===== src/design/mtsvm_ram.sv =====
// Generic simple dual-port RAM: one write port, one read port, registered read data.
// No dependencies; used for both the slot state and the waveform store.
module mtsvm_ram #(
    parameter int WIDTH  = 8,
    parameter int DEPTH  = 16,
    parameter int ADDR_W = (DEPTH > 1) ? $clog2(DEPTH) : 1
) (
    input  logic              clk,
    input  logic              we,
    input  logic [ADDR_W-1:0] waddr,
    input  logic [WIDTH-1:0]  wdata,
    input  logic [ADDR_W-1:0] raddr,
    output logic [WIDTH-1:0]  rdata
);

    logic [WIDTH-1:0] mem [DEPTH];
    logic [WIDTH-1:0] rdata_reg;

    always_ff @(posedge clk) begin
        if (we) begin
            mem[waddr] <= wdata;
        end
        rdata_reg <= mem[raddr];
    end

    assign rdata = rdata_reg;

endmodule


===== config.mk =====
export PLATFORM = sky130hd
export DESIGN_NAME = mtsvm_ram
export DESIGN_NICKNAME = d
export VERILOG_FILES = /design/src/design/mtsvm_ram.sv
export SDC_FILE = /design/constraint.sdc
export NUM_CORES = 1
export LEC_CHECK = 0
export BUFFER_PORTS_ARGS = -buffer_cell sky130_fd_sc_hd__buf_2
export CORE_ASPECT_RATIO = 1.75
export CORE_MARGIN = 10
export CORE_UTILIZATION = 30
export CTS_CLUSTER_DIAMETER = 150
export DETAILED_ROUTE_END_ITERATION = 10
export PLACE_DENSITY_LB_ADDON = 0.15
export SLEW_MARGIN = 20
export SYNTH_ARGS = -nofsm -noshare
export SYNTH_HDL_FRONTEND = slang
export SYNTH_SLANG_ARGS = --single-unit

===== constraint.sdc =====
create_clock -name clk -period 4 [get_ports clk]
set_input_delay 0.8 -clock clk [delete_from_list [all_inputs] [get_ports clk]]
set_output_delay 0.8 -clock clk [all_outputs]
set_load 0.03 [all_outputs]

### After elaboration in Yosys (flattened, before gate mapping)

Memories as Yosys holds them, arrays and structs flattened. A register that Yosys moved wholly into a read port is not among the register bits.
Cells that the tools add are included.

| word-level totals | value |
|---|---|
| output and inout bits | 8 |
| logic and storage cells | 3 |
| memories | 1 |
| register bits | 0 |
| bits in writable memories | 128 |
| input bits | 18 |

Memories:

| name | depth | width | read ports | clocked after memory_dff | wr ports | RTL line | source |
|---|---|---|---|---|---|---|---|
| mem | 16 | 8 | 1 | 1 | 1 | 16 | `logic [WIDTH-1:0] mem [DEPTH];` |

| cells by class | value |
|---|---|
| mux-type cells | 2 |

Operators by type and width:

| cell | number |
|---|---|
| 2-to-1 mux 1 bit | 2 |

### Depth between registers and ports, before layout

| depth | value |
|---|---|
| word-level depth | 2 |
| depth in mapped cells | 5 |
| mapped depth without buffers | 3 |

### Worst setup path after synthesis

OpenSTA, ideal clock, no wires.

| path | value |
|---|---|
| kind | in2reg |
| start | input waddr[2] |
| end | memory mem[0][0], enable pin |
| data arrival time | 1,910 ps |
| data required time | 3,617 ps |
| path buffers | 0 |
| cell stages on the path | 2 |
| slack | 1,707 ps |
| library setup time | 383 ps |
| path through | or3b_2 > nor3_1 |

RTL lines:

| element | RTL line | source |
|---|---|---|
| from (decl) | 10 | `input logic [ADDR_W-1:0] waddr,` |
| to (decl) | 16 |  |

No word-level cell before the write port.

==> results.json <==
{
  "status": "finished, final reports clean",
  "die_w_um": 119,
  "critPathMaxFanout": 18,
  "crit_type": "in2reg",
  "peakVddDrop_uv": 239,
  "reg2reg_setup_slack_ns": 2.60,
  "grt_setup_unrepaired": "no",
  "place_hpwl_um": 7680,
  "synthAdderAreaFrac_pct": 0,
  "routed_wirelength_um": 11300,
  "synth_edf_count": 128,
  "yosysUniqueCellTypes": 19,
  "drtIter0Drc": 180,
  "synthArstFlopShare_pct": 0,
  "synth_seq_cells": 136,
  "grt_max_degree": 33,
  "top_layer": "met4",
  "timing.critical_path.to": "rdata[4]$_DFF_P_",
  "synthXorXnorAreaFrac_pct": 0,
  "fin_util_pct": 36.2,
  "post-cts-setup-buffer-count": 0,
  "intPower_w": 0.00264,
  "cts.sinks": 136,
  "r2r-end": "rdata[5]$_DFF_P_",
  "startpoint": "raddr[0]",
  "grt_pass1_vias": 2664,
  "cts_hold_buf": 0,
  "viasPerCell": 4.65,
  "ioPinCount": 26,
  "initial_core_util_pct": 30.4,
  "clock_latency_ns": 0.42,
  "grt_overflow": 0,
  "min_period_ns": 2.16,
  "gr-usage-all-layers_pct": 10.2,
  "tightest_slew_ns": 1.10,
  "cts_resized": 0,
  "skew_ns": 0.0143,
  "vias": 2361,
  "row_count": 63,
  "fin_setup_tns_ns": 0,
  "areaGrowthSynthToFinish_pct": 19.2,
  "yosysWarnings": 0,
  "nNetsFinal": 286,
  "wl_per_cell_um": 22.3,
  "numPortBuffers": 25,
  "timing.fmax_mhz": 462,
  "post-route-drc-count": 0,
  "dieArea_um2": 23000,
  "synth.largest_area_cell": "edfxtp_1",
  "synth_compound_area_share_pct": 2.33,
  "synth_area_um2": 5150,
  "hold_viol": 0,
  "rr_startpoint": "mem[2][5]$_DFFE_PP_",
  "synthCells": 229,
  "power_switching_w": 0.000722,
  "largest_reg_flops": 128,
  "wl_met2_um": 6310,
  "grt_antenna_before_repair": 0,
  "synth_common_cells": "edfxtp_1 (128), mux4_2 (18), a22oi_1 (16)",
  "yosys.cell_count.top_type": "edfxtp_1",
  "slew_violations": 0,
  "leakagePower_nw": 2.02,
  "synth-simple-area-share_pct": 3.18,
  "die_y_um": 193,
  "htree_levels": 4,
  "slew-limit-headroom_pct": 26.7,
  "syn_area_per_cell_um2": 22.5,
  "place.gp.congestion": 0.729,
  "finalSetupViolCount": 0,
  "ctsRootBufferMaster": "clkbuf_16",
  "start_kind": "primary input",
  "cp.required_ns": 4.28,
  "synth_top_area_share_pct": 74.7,
  "netlist_top_cells_area": "edfxtp_1 (75%), mux4_2 (7.9%), mux4_1 (7.1%)",
  "core-area_um2": 16900,
  "clockBufferDepth": 2,
  "diodes": 0,
  "powerDensity_nw_per_um2": 549,
  "ff2ff_path_depth": 3,
  "min_path_type": "reg2reg",
  "firstDrtPassIters": 4,
  "synthFlopType": "edfxtp_1",
  "numCtsBuffers": 17,
  "end_kind": "register",
  "max-cap-violations": 0,
  "clkTransAtPathRegs_ns": 0.06,
  "synth_top_family_by_area": "multiplexers",
  "swShare_pct": 21.5,
  "synth_nets": 247,
  "drive_gt1_share_pct": 28.8,
  "ys_seq_area_share_pct": 77.8,
  "wl_met1_um": 4360,
  "cp.arrival_ns": 2.45,
  "p_clk_share_pct": 47.6,
  "grt_pass1_wl_um": 16900,
  "fin_crit_sh_pct": 54.1,
  "combinationalPowerShare_pct": 4.9,
  "cts_tree": "built",
  "drtAntennaViolNets": 0,
  "pwr-share-seq_pct": 47.6,
  "synthMuxAreaShare_pct": 15.0,
  "wl_met3_um": 376
}
==> cell usage in the layout (no fill, tap or decap), types with 2 or more instances in the layout <==
cell type,n
bufinv_16,3
a22oi_1,16
nand2b_1,2
nor2_1,13
nand2_1,9
edfxtp_1,128
nor3_1,4
buf_2,25
nand3b_1,2
buf_4,4
inv_6,4
clkinv_4,5
clkbuf_16,17
mux4_2,18
mux4_1,14
dfxtp_1,8
clkinvlp_4,3
==> worst min-delay path by stage <==
stage	start	endpoint	slack (ns)	cells after the start
4_1_cts	mem[12][2]$_DFFE_PP_	rdata[2]$_DFF_P_	0.69	3
6_report	mem[12][2]$_DFFE_PP_	rdata[2]$_DFF_P_	0.68	3
3_3_place_gp	mem[11][3]$_DFFE_PP_	rdata[3]$_DFF_P_	0.67	3
2_1_floorplan	mem[7][0]$_DFFE_PP_	rdata[0]$_DFF_P_	0.63	3
5_1_grt	mem[8][1]$_DFFE_PP_	rdata[1]$_DFF_P_	0.73	3
3_5_place_dp	mem[12][2]$_DFFE_PP_	rdata[2]$_DFF_P_	0.68	3
==> metrics by stage <==
step / cells / setup slack, ns / cell area, um^2 / hold WS (ns) / total power (W)
floorplan: 229 / 1.71 / 5150 / 0.629 / 0.00173
global placement: 476 / 1.35 / 5520 / 0.666 / 0.00180
detailed placement: 476 / 1.34 / 5520 / 0.676 / 0.00180
CTS: 508 / 1.78 / 6140 / 0.691 / 0.00341
global route: 508 / 1.66 / 6140 / 0.726 / 0.00347
finish: 508 / 1.84 / 6140 / 0.675 / 0.00337
==> power groups by stage <==
stage                     combinational [W]  sequential [W]  clock [W]
after global placement             0.000168         0.00163          0
after detailed placement           0.000170         0.00163          0
after global routing               0.000178         0.00160    0.00169
final                              0.000164         0.00160    0.00160
after CTS                          0.000171         0.00160    0.00164
after floorplan                   0.0000809         0.00165          0
==> per-layer routing <==
layer / GRT usage, % / vias up
met3: 2.57 / 16
met2: 17.9 / 54
li1: - / 1056
met1: 10.8 / 1235
met4: 5.57 / 0
met5: 0 / -
==> cell families after synthesis <==
family / after synthesis
flip-flops: 136
multiplexers: 32
buffers and inverters: 10
AND/OR/NAND/NOR: 35
AO/OA/AOI/OAI: 16
==> worst max-delay path, cell delays in order <==
cell	delay, ns
buf_2	0.44
buf_12	0.26
mux4_1	0.57
a22oi_1	0.24
nand2_1	0.11
==> final cells by class <==
class	count	area, um^2
multi-input combinational	83	1060
sequential	136	4000
fill	1584	10800
timing repair buffer	30	175
clock inverter	15	191
clock buffer	17	425
tap	227	284
(Power assumes the default switching activity.)
